<file path="src/rtl/dbne_pkg.sv">
package dbne_pkg;

  localparam int unsigned DebounceDepthDef = 4;

  localparam int unsigned ButtonW  = 14;
  localparam int unsigned NoteW    = 7;
  localparam int unsigned VelW     = 7;
  localparam int unsigned CableW   = 4;
  localparam int unsigned ModeW    = 3;
  localparam int unsigned CfgIdxW  = 3;
  localparam int unsigned CfgDataW = 7;
  localparam int unsigned NumChan  = 8;
  localparam int unsigned ChanIdxW = 3;

  // Result slots of one tick, emitted lowest first
  localparam int unsigned SlotW      = 11;
  localparam int unsigned SLOT_REPORT = 0;
  localparam int unsigned SLOT_CHAN0  = 1;
  localparam int unsigned SLOT_BEATS  = 9;
  localparam int unsigned SLOT_NAME   = 10;

  // Button positions in the pressed vector
  localparam int unsigned BIT_SOLO  = 8;
  localparam int unsigned BIT_MUTE  = 9;
  localparam int unsigned BIT_REC   = 10;
  localparam int unsigned BIT_VPOT  = 11;
  localparam int unsigned BIT_BEATS = 12;
  localparam int unsigned BIT_NAME  = 13;

  // Channel modes
  localparam logic [ModeW-1:0] MODE_SELECT = 3'd0;
  localparam logic [ModeW-1:0] MODE_SOLO   = 3'd1;
  localparam logic [ModeW-1:0] MODE_MUTE   = 3'd2;
  localparam logic [ModeW-1:0] MODE_REC    = 3'd3;
  localparam logic [ModeW-1:0] MODE_VPOT   = 3'd4;

  // Configuration register indexes
  localparam logic [CfgIdxW-1:0] REG_CABLE       = 3'd0;
  localparam logic [CfgIdxW-1:0] REG_SELECT_BASE = 3'd1;
  localparam logic [CfgIdxW-1:0] REG_SOLO_BASE   = 3'd2;
  localparam logic [CfgIdxW-1:0] REG_MUTE_BASE   = 3'd3;
  localparam logic [CfgIdxW-1:0] REG_REC_BASE    = 3'd4;
  localparam logic [CfgIdxW-1:0] REG_VPOT_BASE   = 3'd5;

  // Configuration reset values
  localparam logic [CableW-1:0] CABLE_RST       = 4'd0;
  localparam logic [NoteW-1:0]  SELECT_BASE_RST = 7'd24;
  localparam logic [NoteW-1:0]  SOLO_BASE_RST   = 7'd8;
  localparam logic [NoteW-1:0]  MUTE_BASE_RST   = 7'd16;
  localparam logic [NoteW-1:0]  REC_BASE_RST    = 7'd0;
  localparam logic [NoteW-1:0]  VPOT_BASE_RST   = 7'd32;

  // Fixed notes and velocities
  localparam logic [NoteW-1:0] NOTE_BEATS = 7'h35;
  localparam logic [NoteW-1:0] NOTE_NAME  = 7'h34;
  localparam logic [VelW-1:0]  VEL_ON     = 7'h7f;
  localparam logic [VelW-1:0]  VEL_OFF    = 7'h00;

  // Work record for one stable change: which results are due and their data
  typedef struct packed {
    logic [SlotW-1:0]   slots;
    logic [ButtonW-1:0] buttons;
    logic [ModeW-1:0]   mode;
    logic [NoteW-1:0]   base;
    logic [CableW-1:0]  cable;
  } rec_t;

endpackage

</file>
<file path="src/rtl/dbne_front.sv">
module dbne_front #(
  parameter int unsigned DEBOUNCE_DEPTH = dbne_pkg::DebounceDepthDef
) (
  input  logic                          clk,
  input  logic                          rst_n,
  input  logic                          in_valid,
  output logic                          in_stall,
  input  logic [dbne_pkg::ButtonW-1:0]  in_pressed_vector,
  input  logic                          cfg_wr_en,
  input  logic [dbne_pkg::CfgIdxW-1:0]  cfg_index,
  input  logic [dbne_pkg::CfgDataW-1:0] cfg_data,
  output dbne_pkg::rec_t                rec,
  output logic                          rec_valid,
  input  logic                          rec_take
);

  logic [dbne_pkg::ButtonW-1:0] hist_r [DEBOUNCE_DEPTH];
  logic [dbne_pkg::ButtonW-1:0] stable_r;
  logic [dbne_pkg::ModeW-1:0]   mode_r, mode_nxt;
  logic [dbne_pkg::CableW-1:0]  cable_r;
  logic [dbne_pkg::NoteW-1:0]   base_r [5];
  dbne_pkg::rec_t               rec_r, rec_nxt;
  logic                         rec_valid_r, rec_valid_nxt;

  logic                         in_acc;
  logic                         stable;
  logic [dbne_pkg::ButtonW-1:0] now, delta;
  logic                         mode_hit;
  logic [dbne_pkg::ModeW-1:0]   target;
  logic [dbne_pkg::NoteW-1:0]   base_sel;
  logic [dbne_pkg::SlotW-1:0]   slots;

  assign now      = in_pressed_vector;
  assign in_stall = rec_valid_r && !rec_take;
  assign in_acc   = in_valid && !in_stall;

  // Stable only when every stored sample matches the new one
  always_comb begin
    stable = 1'b1;
    for (int i = 0; i < DEBOUNCE_DEPTH; i++) begin
      if (hist_r[i] != now) stable = 1'b0;
    end
  end

  assign delta    = stable_r ^ now;
  assign mode_hit = stable && (|delta[dbne_pkg::BIT_VPOT:dbne_pkg::BIT_SOLO])
                    && (|now[dbne_pkg::BIT_VPOT:dbne_pkg::BIT_SOLO]);

  // Pick the held mode button by priority, toggle back to select on repeat
  always_comb begin
    if (now[dbne_pkg::BIT_SOLO])      target = dbne_pkg::MODE_SOLO;
    else if (now[dbne_pkg::BIT_MUTE]) target = dbne_pkg::MODE_MUTE;
    else if (now[dbne_pkg::BIT_REC])  target = dbne_pkg::MODE_REC;
    else                              target = dbne_pkg::MODE_VPOT;
    if (mode_hit) mode_nxt = (mode_r != target) ? target : dbne_pkg::MODE_SELECT;
    else          mode_nxt = mode_r;
  end

  // Channel note base of the mode in force after this tick
  always_comb begin
    unique case (mode_nxt)
      dbne_pkg::MODE_SOLO: base_sel = base_r[1];
      dbne_pkg::MODE_MUTE: base_sel = base_r[2];
      dbne_pkg::MODE_REC:  base_sel = base_r[3];
      dbne_pkg::MODE_VPOT: base_sel = base_r[4];
      default:             base_sel = base_r[0];
    endcase
  end

  // Results due: mode report, channels, beats, name
  assign slots = stable ? {delta[dbne_pkg::BIT_NAME], delta[dbne_pkg::BIT_BEATS],
                           delta[dbne_pkg::NumChan-1:0], mode_hit}
                        : '0;

  // Build the record, hold it until the serializer takes it
  always_comb begin
    rec_nxt       = rec_r;
    rec_valid_nxt = rec_valid_r;
    if (rec_take) rec_valid_nxt = 1'b0;
    if (in_acc && (|slots)) begin
      rec_valid_nxt   = 1'b1;
      rec_nxt.slots   = slots;
      rec_nxt.buttons = now;
      rec_nxt.mode    = mode_nxt;
      rec_nxt.base    = base_sel;
      rec_nxt.cable   = cable_r;
    end
  end

  // Advance history, stable value and mode on each transaction
  always_ff @(posedge clk) begin
    if (!rst_n) begin
      for (int i = 0; i < DEBOUNCE_DEPTH; i++) hist_r[i] <= '0;
      stable_r    <= '0;
      mode_r      <= dbne_pkg::MODE_SELECT;
      rec_valid_r <= 1'b0;
    end else begin
      rec_valid_r <= rec_valid_nxt;
      if (in_acc) begin
        for (int i = 0; i < DEBOUNCE_DEPTH - 1; i++) hist_r[i] <= hist_r[i+1];
        hist_r[DEBOUNCE_DEPTH-1] <= now;
        if (stable) stable_r <= now;
        mode_r <= mode_nxt;
      end
    end
  end

  always_ff @(posedge clk) begin
    rec_r <= rec_nxt;
  end

  // Configuration writes; unknown indexes drop
  always_ff @(posedge clk) begin
    if (!rst_n) begin
      cable_r   <= dbne_pkg::CABLE_RST;
      base_r[0] <= dbne_pkg::SELECT_BASE_RST;
      base_r[1] <= dbne_pkg::SOLO_BASE_RST;
      base_r[2] <= dbne_pkg::MUTE_BASE_RST;
      base_r[3] <= dbne_pkg::REC_BASE_RST;
      base_r[4] <= dbne_pkg::VPOT_BASE_RST;
    end else if (cfg_wr_en) begin
      unique case (cfg_index)
        dbne_pkg::REG_CABLE:       cable_r   <= cfg_data[dbne_pkg::CableW-1:0];
        dbne_pkg::REG_SELECT_BASE: base_r[0] <= cfg_data[dbne_pkg::NoteW-1:0];
        dbne_pkg::REG_SOLO_BASE:   base_r[1] <= cfg_data[dbne_pkg::NoteW-1:0];
        dbne_pkg::REG_MUTE_BASE:   base_r[2] <= cfg_data[dbne_pkg::NoteW-1:0];
        dbne_pkg::REG_REC_BASE:    base_r[3] <= cfg_data[dbne_pkg::NoteW-1:0];
        dbne_pkg::REG_VPOT_BASE:   base_r[4] <= cfg_data[dbne_pkg::NoteW-1:0];
        default: ;
      endcase
    end
  end

  assign rec       = rec_r;
  assign rec_valid = rec_valid_r;

endmodule

</file>
<file path="src/rtl/dbne_serial.sv">
module dbne_serial (
  input  logic                         clk,
  input  logic                         rst_n,
  input  dbne_pkg::rec_t               rec,
  input  logic                         rec_valid,
  output logic                         rec_take,
  output logic                         out_valid,
  input  logic                         out_stall,
  output logic                         out_is_mode_report,
  output logic [dbne_pkg::ModeW-1:0]   out_mode_code,
  output logic [dbne_pkg::NoteW-1:0]   out_note_number,
  output logic [dbne_pkg::VelW-1:0]    out_velocity,
  output logic [dbne_pkg::CableW-1:0]  out_cable,
  output logic                         out_last_of_run
);

  dbne_pkg::rec_t               work_r;
  logic [dbne_pkg::SlotW-1:0]   slots_r;
  logic                         out_valid_r;
  logic                         rep_r, last_r;
  logic [dbne_pkg::ModeW-1:0]   mode_r;
  logic [dbne_pkg::NoteW-1:0]   note_r, note_nxt;
  logic [dbne_pkg::VelW-1:0]    vel_r, vel_nxt;
  logic [dbne_pkg::CableW-1:0]  cable_r, cable_nxt;

  logic                         out_free, pop;
  logic [dbne_pkg::SlotW-1:0]   pick, rest;
  logic [dbne_pkg::NumChan-1:0] chan_pick;
  logic [dbne_pkg::ChanIdxW-1:0] chan_idx;
  logic                         chan_on;

  assign out_free = !out_valid_r || !out_stall;
  assign pop      = out_free && (|slots_r);
  assign rest     = slots_r & (slots_r - 1'b1);
  assign pick     = slots_r & ~(slots_r - 1'b1);
  assign rec_take = rec_valid && ((slots_r == '0) || (pop && (rest == '0)));

  // Encode the picked channel and its pressed state
  assign chan_pick = pick[dbne_pkg::SLOT_CHAN0 +: dbne_pkg::NumChan];
  always_comb begin
    chan_idx = '0;
    for (int i = 0; i < dbne_pkg::NumChan; i++) begin
      if (chan_pick[i]) chan_idx = chan_idx | dbne_pkg::ChanIdxW'(i);
    end
  end
  assign chan_on = |(chan_pick & work_r.buttons[dbne_pkg::NumChan-1:0]);

  // Fields of the picked result
  always_comb begin
    note_nxt  = work_r.base + {{(dbne_pkg::NoteW-dbne_pkg::ChanIdxW){1'b0}}, chan_idx};
    vel_nxt   = chan_on ? dbne_pkg::VEL_ON : dbne_pkg::VEL_OFF;
    cable_nxt = work_r.cable;
    if (pick[dbne_pkg::SLOT_REPORT]) begin
      note_nxt  = '0;
      vel_nxt   = dbne_pkg::VEL_OFF;
      cable_nxt = '0;
    end else if (pick[dbne_pkg::SLOT_BEATS]) begin
      note_nxt = dbne_pkg::NOTE_BEATS;
      vel_nxt  = work_r.buttons[dbne_pkg::BIT_BEATS] ? dbne_pkg::VEL_ON : dbne_pkg::VEL_OFF;
    end else if (pick[dbne_pkg::SLOT_NAME]) begin
      note_nxt = dbne_pkg::NOTE_NAME;
      vel_nxt  = work_r.buttons[dbne_pkg::BIT_NAME] ? dbne_pkg::VEL_ON : dbne_pkg::VEL_OFF;
    end
  end

  // Load a new record or drop the slot just emitted
  always_ff @(posedge clk) begin
    if (!rst_n) begin
      slots_r     <= '0;
      out_valid_r <= 1'b0;
    end else begin
      if (rec_take)  slots_r <= rec.slots;
      else if (pop)  slots_r <= rest;
      if (pop)            out_valid_r <= 1'b1;
      else if (!out_stall) out_valid_r <= 1'b0;
    end
  end

  always_ff @(posedge clk) begin
    if (rec_take) work_r <= rec;
    if (pop) begin
      rep_r   <= pick[dbne_pkg::SLOT_REPORT];
      mode_r  <= work_r.mode;
      note_r  <= note_nxt;
      vel_r   <= vel_nxt;
      cable_r <= cable_nxt;
      last_r  <= (rest == '0);
    end
  end

  assign out_valid          = out_valid_r;
  assign out_is_mode_report = rep_r;
  assign out_mode_code      = mode_r;
  assign out_note_number    = note_r;
  assign out_velocity       = vel_r;
  assign out_cable          = cable_r;
  assign out_last_of_run    = last_r;

endmodule

</file>
<file path="src/rtl/debounced_buttons_to_note_events.sv">
// Path: the first result of a tick passes the record register, the serializer's slot register and the output register.
// Throughput: one result per cycle from the serializer while out_stall is low; a tick
// that yields no result does not reach the serializer, and while the serializer works
// through a tick's results the next tick is already taken into the record register.
// Reset (rst_n low, synchronous): history, stable value and mode clear; config to defaults.
module debounced_buttons_to_note_events #(
  parameter int unsigned DEBOUNCE_DEPTH = dbne_pkg::DebounceDepthDef
) (
  input  logic                          clk,
  input  logic                          rst_n,
  input  logic                          in_valid,
  output logic                          in_stall,
  input  logic [dbne_pkg::ButtonW-1:0]  in_pressed_vector,
  output logic                          out_valid,
  input  logic                          out_stall,
  output logic                          out_is_mode_report,
  output logic [dbne_pkg::ModeW-1:0]    out_mode_code,
  output logic [dbne_pkg::NoteW-1:0]    out_note_number,
  output logic [dbne_pkg::VelW-1:0]     out_velocity,
  output logic [dbne_pkg::CableW-1:0]   out_cable,
  output logic                          out_last_of_run,
  input  logic                          cfg_wr_en,
  input  logic [dbne_pkg::CfgIdxW-1:0]  cfg_index,
  input  logic [dbne_pkg::CfgDataW-1:0] cfg_data
);

  dbne_pkg::rec_t rec;
  logic           rec_valid;
  logic           rec_take;

  // Debounce, mode update and record build
  dbne_front #(
    .DEBOUNCE_DEPTH(DEBOUNCE_DEPTH)
  ) u_front (
    .clk               (clk),
    .rst_n             (rst_n),
    .in_valid          (in_valid),
    .in_stall          (in_stall),
    .in_pressed_vector (in_pressed_vector),
    .cfg_wr_en         (cfg_wr_en),
    .cfg_index         (cfg_index),
    .cfg_data          (cfg_data),
    .rec               (rec),
    .rec_valid         (rec_valid),
    .rec_take          (rec_take)
  );

  // Emit results one per cycle while out_stall is low
  dbne_serial u_serial (
    .clk                (clk),
    .rst_n              (rst_n),
    .rec                (rec),
    .rec_valid          (rec_valid),
    .rec_take           (rec_take),
    .out_valid          (out_valid),
    .out_stall          (out_stall),
    .out_is_mode_report (out_is_mode_report),
    .out_mode_code      (out_mode_code),
    .out_note_number    (out_note_number),
    .out_velocity       (out_velocity),
    .out_cable          (out_cable),
    .out_last_of_run    (out_last_of_run)
  );

endmodule

</file>
<file path="config.mk">
export PLATFORM = sky130hd
export DESIGN_NAME = debounced_buttons_to_note_events
export DESIGN_NICKNAME = d
export VERILOG_FILES = /design/src/rtl/dbne_pkg.sv /design/src/rtl/dbne_front.sv /design/src/rtl/dbne_serial.sv /design/src/rtl/debounced_buttons_to_note_events.sv
export SDC_FILE = /design/constraint.sdc
export NUM_CORES = 1
export LEC_CHECK = 0
export ABC_CLOCK_PERIOD_IN_PS = 6070
export BUFFER_PORTS_ARGS = -buffer_cell sky130_fd_sc_hd__buf_4
export CORE_ASPECT_RATIO = 0.5
export CORE_UTILIZATION = 30
export DETAILED_ROUTE_END_ITERATION = 16
export PLACE_DENSITY = 0.45
export SLEW_MARGIN = 0
export SYNTH_ARGS = -nofsm -noshare
export SYNTH_HDL_FRONTEND = slang
export SYNTH_SLANG_ARGS = --single-unit
export TNS_END_PERCENT = 1
</file>
<file path="constraint.sdc">
create_clock -name clk -period 6.07 [get_ports clk]
set_input_delay 1.214 -clock clk [delete_from_list [all_inputs] [get_ports clk]]
set_output_delay 1.214 -clock clk [all_outputs]
set_load 0.02 [all_outputs]
</file>
* Yosys cells after proc, flatten, opt, wreduce, memory -nomap -nowiden
Memories as Yosys holds them, arrays and structs flattened. Cells that the tools add are included.
Cells by class: reductions and logical operators 27, shifts and indexed selects 0, multipliers 0, div/mod/pow operators 0, order comparisons 0, muxes and demuxes 64, add/sub/neg operators 2, equality and inequality tests 15, bitwise logic cells 14
Operators with widths (number):
- $mux W7 | 10
- $mux W14 | 4
- $ne A14 B14 Y1 | 4
- $mux W1 | 33
- $mux W11 | 3
- $pmux W7 S4 | 1
- $mux W3 | 9
- $and A11 B11 Y11 | 2
- $logic_not A11 Y1 | 2
- $reduce_or A11 Y1 | 2
- $xor A14 B14 Y14 | 1
- $eq A3 B2 Y1 const B | 4
- $mux W6 | 2
- $not A11 Y11 | 1
- $sub A11 B1 Y11 const B | 1
- $eq A3 B3 Y1 const B | 3
- $or A1 B1 Y1 | 9
- $and A8 B8 Y8 | 1
- $logic_and A1 B1 Y1 | 8
- $reduce_or A4 Y1 | 2
- $reduce_or A8 Y1 | 1
- $add A7 B3 Y7 | 1
- $eq A3 B1 Y1 const B | 2
- $logic_not A1 Y1 | 4
- other kinds (8) | 12
Storage, ports and cells: word-level logic and storage cells 146, latch bits 0, memories 2, memory bits (read-only) 0, output and inout bits 25, input port bits 29, register bits after elaboration 124, memory bits (writable) 91
Memories:
- u_front.hist_r | depth 4, width 14, read ports 4, clocked after Yosys merged registers in 0, write ports 4, line dbne_front.sv:17 | logic [dbne_pkg::ButtonW-1:0] hist_r [DEBOUNCE_DEPTH];
- u_front.base_r | depth 5, width 7, read ports 5, clocked after Yosys merged registers in 0, write ports 5, line dbne_front.sv:21 | logic [dbne_pkg::NoteW-1:0] base_r [5];

* Longest topological paths before layout
word-level depth 14, depth in mapped cells 14, mapped depth without buffers 13

* Modules after synthesis
From an unflattened synthesis, not the netlist that was laid out.
Second synthesis, totals: cells, all modules 757, area total of the unflattened synthesis 9370.2 um^2
By module, submodules not included:
- dbne_front | sequential area each 4344.2 um^2, area an instance 6790.3 um^2, cells an instance 542, times used 1
- dbne_serial | sequential area each 1471.4 um^2, area an instance 2580.0 um^2, cells an instance 215, times used 1

* Worst setup path before layout
Ideal clock, no wire load.
kind input-to-reg, from input in_pressed_vector[13] (netlist name), to register u_front.rec_r, in the netlist u_front.rec[0], enable pin, buffers on the path 0, library setup time 431 ps, setup slack 1270 ps, cell stages on the path 7, data required time 5639 ps, arrival 4369 ps, cells stage by stage or4_1 > a22oi_1 > o211ai_1 > nor4_1 > nand2_1 > a21oi_1 > nor2b_1
Between the ends: cells in the longest elaborated chain, start to end 10, elaborated cells on any way between the ends 14, those cells by class 4 x eq/ne; 5 x mux; 1 x bitwise; 4 x reduce/logical
RTL lines:
- start, declared | line debounced_buttons_to_note_events.sv:13 | input logic [dbne_pkg::ButtonW-1:0] in_pressed_vector,
- $ne A14 B14 Y1 | line dbne_front.sv:41 | if (hist_r[i] != now) stable = 1'b0;
- $mux W1 (4 in series) | line dbne_front.sv:41
- $logic_and A1 B1 Y1 | line dbne_front.sv:46 | assign mode_hit = stable && (|delta[dbne_pkg::BIT_VPOT:dbne_pkg::BIT_SOLO])
- $logic_and A1 B1 Y1 | line dbne_front.sv:47 | && (|now[dbne_pkg::BIT_VPOT:dbne_pkg::BIT_SOLO]);
- $mux W11 (*) | line dbne_front.sv:71 | assign slots = stable ? {delta[dbne_pkg::BIT_NAME], delta[dbne_pkg::BIT_BEATS],
- $reduce_or A11 Y1 (*) | line dbne_front.sv:80 | if (in_acc && (|slots)) begin
- $logic_and A1 B1 Y1 (*) | line dbne_front.sv:80
- end signal, assigned | line dbne_front.sv:109 | rec_r <= rec_nxt;
- end, declared | line dbne_front.sv:22 | dbne_pkg::rec_t rec_r, rec_nxt;
Mark *: on every way between the ends. The rest lies on a longest branch, timed or not. A chain may end at the register's enable or synchronous reset.

* Worst setup path after layout
from register u_serial.slots_r[0] (netlist name), to output in_stall
Between the ends: cells in the longest elaborated chain, start to end 8, elaborated cells on any way between the ends 11, those cells by class 1 x add/sub; 1 x bitwise; 9 x reduce/logical
RTL lines:
- start, declared | line dbne_serial.sv:18 | logic [dbne_pkg::SlotW-1:0] slots_r;
- start signal, assigned | line dbne_serial.sv:72 | if (rec_take) slots_r <= rec.slots;
- start signal, assigned | line dbne_serial.sv:73 | else if (pop) slots_r <= rest;
- $sub A11 B1 Y11 | line dbne_serial.sv:34 | assign rest = slots_r & (slots_r - 1'b1);
- $and A11 B11 Y11 | line dbne_serial.sv:34
- $logic_not A11 Y1 | line dbne_serial.sv:36 | assign rec_take = rec_valid && ((slots_r == '0) || (pop && (rest == '0)));
- $logic_and A1 B1 Y1 | line dbne_serial.sv:36
- $logic_or A1 B1 Y1 (*) | line dbne_serial.sv:36
- $logic_and A1 B1 Y1 (*) | line dbne_serial.sv:36
- $logic_not A1 Y1 (*) | line dbne_front.sv:34 | assign in_stall = rec_valid_r && !rec_take;
- $logic_and A1 B1 Y1 (*) | line dbne_front.sv:34
- end, declared | line debounced_buttons_to_note_events.sv:12 | output logic in_stall,
Marked as above.

==> out/metrics.csv <==
stage,metric,value,unit
floorplanning,start_util,0.308,
floorplanning,core_area,29200,um^2
cells_and_area,fin_cells,1160,
flow_run,cap_violations,0,
floorplanning,ios,54,
critical_path,cp-startpoint,u_serial.slots_r[0],
pwr,netSwitchingFraction,0.216,
cells_and_area,n_fill_cell,2889,
routing,drc,4,
global_route,grt_use_total,0.132,
synthesis,synth-edff-count,167,
placed_design,gp_congestion,0.780,
timing,fmax,236,MHz
critical_path,rrSetupSlack,2.18,ns
routing,wl_met1,9780,um
cts,numCtsBuffers,21,
pwr,clkPwrFrac,0.431,
global_route,first_global_vias,5479,
timing,finalHoldViolCount,0,
cells_and_area,drive_gt1_frac,0.160,
worst_hold_path,hp-class,reg -> reg,
pwr,pwr-share-comb,0.051,
cells_and_area,n_antenna_cell,0,
global_route,grt_pass1_wl,31600,um
critical_path,ff2ff_path_depth,7,
synthesis,syn_nets,746,
synthesis,synth_top_area_share,0.557,
routing,top_layer_used,met4,
timing,setup_slack,1.84,ns
timing,fin_crit_sh,0.697,
critical_path,timing.rr.start,u_serial.slots_r[0],
routing,avgRoutedWirePerCell,17.1,um
floorplanning,die_h,125,um
cts,postCtsSetupBuffers,0,
synthesis,synth-seq-cells,201,
timing,slew_violations,0,
placed_design,dp_cells,1123,
critical_path,start_kind,flop,
cts,cts_num_sinks,201,
routing,vias,5571,
routing,drt-initial-drc-count,363,
cts,cts_tree,built,
routing,post_drt_via_cell_ratio,4.80,
synthesis,ys.flop_type,edfxtp_1,
pwr,p_seq_frac,0.518,
global_route,grt_overflow,0,
cells_and_area,num-nets-final,788,
critical_path,cp_data_required_time,4.86,ns
synthesis,synth_cell_types,69,
global_route,grt_max_degree,56,
cts,ctsHoldBuffers,0,
cells_and_area,layout_commonest_cell,edfxtp_1,
synthesis,ys_top_cells_by_area,"edfxtp_1, dfxtp_1, and2_1",
pwr,p_sw,0.650,mW
synthesis,yosysWarnings,0,
synthesis,synthCells,713,
cts,cts_max_path_buffers,3,
critical_path,criticalPathCategory,reg -> out,
critical_path,cp.arrival,3.02,ns
synthesis,avgSynthCellArea,12.6,um^2
cells_and_area,utilization,0.356,
routing,first_pass_iters,10,
cts,ctsRootBufferMaster,clkbuf_16,
routing,routed_wl,19800,um
global_route,antenna_found_initial,0,
pwr,cellLeakagePower,3.61,nW
placed_design,dp_hpwl,13800,um
critical_path,rr_endpoint,u_front.hist_r[1][5],
routing,ant_nets,0,
placed_design,pre_cts_slack,1.43,ns
placed_design,io_buffer_count,53,
timing,worst_pin_slew,1.09,ns
timing,grt_setup_unrepaired,false,
cells_and_area,layout_common_cells,"edfxtp_1, and2_1, buf_4",
pwr,vdd_drop_max,0.135,mV
synthesis,yosysSeqAreaShare,0.632,
routing,met3_length,729,um
routing,wl_met2,8860,um
cells_and_area,synthToLayoutAreaGrowth,15.4,%
timing,timing.setup.tns,0,ns
outcome,violations,design-rule violations,
floorplanning,row_count,44,
timing,slew_headroom,0.268,
synthesis,synth_area_leader_cell,edfxtp_1,
critical_path,worstPathMaxFanout,19,
cts,cts.clk_slew.worst_paths,0.06,ns
critical_path,cp-end-kind,output pin,
floorplanning,die_area,30800,um^2
cts,cts_max_level,1,
cts,cts_resized,0,
timing,fin_crit,4.23,ns
cts,insertion_delay,0.50,ns
synthesis,async_flop_share,0,
critical_path,critPathCapture,in_stall,
floorplanning,die_width,247,um
outcome,outcome,"complete, but fails checks",
timing,fin_skew,0.0105,ns
timing,setup_violations,0,
pwr,p_int,2.36,mW
pwr,p_per_area,290,nW/um^2
synthesis,syn_area,9010,um^2
## worst min-delay path by stage
stage,from,to,slack (ns),depth (start not counted)
2_1_floorplan,u_serial.work_r[11],u_serial.out_mode_code[0],0.40,0
3_3_place_gp,u_serial.work_r[12],u_serial.out_mode_code[1],0.41,0
3_5_place_dp,u_front.rec[17],u_serial.work_r[17],0.40,0
4_1_cts,u_front.rec[8],u_serial.work_r[8],0.42,0
5_1_grt,u_front.rec[8],u_serial.work_r[8],0.43,0
6_report,u_front.rec[8],u_serial.work_r[8],0.41,0
## final cells by class
type | instances | area (um^2) | area share
Inverter | 6 | 22.5 | 0.00217
Timing Repair Buffer | 63 | 473 | 0.0455
Clock inverter | 11 | 134 | 0.0129
Clock buffer | 26 | 544 | 0.0524
Tap cell | 391 | 489 | 0.0471
Multi-Input combinational cell | 462 | 3030 | 0.292
Sequential cell | 201 | 5700 | 0.548
## power groups by stage
| stage | Combinational (mW) | Clock [mW] | Sequential, mW |
|---|---|---|---|
| 2_1_floorplan | 0.0991 | 0 | 1.58 |
| 3_3_place_gp | 0.155 | 0 | 1.59 |
| 3_5_place_dp | 0.156 | 0 | 1.59 |
| 4_1_cts | 0.157 | 1.34 | 1.56 |
| 5_1_grt | 0.170 | 1.39 | 1.56 |
| 6_report | 0.153 | 1.30 | 1.56 |
## flip-flops by register name, summed over array words and instances (netlist names)
name / cells
u_front.rec: 35
u_front.mode_r: 3
u_serial.work_r: 24
u_serial.out_last_of_run: 1
u_front.base_r: 35
u_serial.out_note_number: 7
u_front.hist_r: 56
u_serial.out_is_mode_report: 1
u_front.rec_valid: 1
u_front.cable_r: 4
u_serial.out_velocity: 1
u_serial.out_cable: 4
u_serial.out_valid: 1
u_serial.slots_r: 11
u_front.stable_r: 14
u_serial.out_mode_code: 3
## worst max-delay path, stage by stage (launching register included)
cell       delay, ns
dfxtp_1         0.52
or2_2           0.45
or2_1           0.34
o22a_1          0.28
o31ai_4         0.32
nor2_1          0.11
a2bb2oi_1       0.17
and2_1          0.18
buf_4           0.15
## stage by stage
step	total power, mW	instance area [um^2]	hold slack, ns
2_1_floorplan	1.68	9010	0.400
3_3_place_gp	1.74	9710	0.407
3_5_place_dp	1.74	9710	0.405
4_1_cts	3.05	10400	0.417
5_1_grt	3.12	10400	0.428
6_report	3.01	10400	0.415
## Yosys cell counts, types with 3 or more instances
library cell and count:
o22a_1 6, a21oi_1 25, mux2i_1 12, a22oi_1 15, o21ai_0 30, nor2_1 51
ha_1 3, a211o_1 4, nor2b_1 10, o22ai_1 5, buf_6 5, buf_2 9
or4_1 4, xor2_1 27, clkbuf_1 17, nand2_1 47, buf_4 11, o21ai_2 7
nand3_1 17, nand2b_1 9, o31ai_1 4, or3_1 5, and4_1 3, nor4b_1 3
nor4_1 15, nand4_1 8, and2_1 64, inv_1 6, nor3_1 13, edfxtp_1 167
xnor2_1 21, a211oi_1 3, dfxtp_1 34, and3_1 4, nand3_2 6
## logic make-up after synthesis
group	after synthesis	share of synthesized area
AO/OA/AOI/OAI	122	0.0946
AND/OR/NAND/NOR	274	0.172
flip-flops	201	0.632
buffers and inverters	50	0.0321
multiplexers	14	0.0158
XOR/XNOR	48	0.0467
adder cells (fa/ha/maj)	4	0.00639
## layer usage
metal  vias up  global-route usage
met4         0              0.0349
met3        32              0.0250
li1       2712                   -
met2       100               0.203
met1      2727               0.187
met5         -                   0
Power figures use the tool's default switching activity.
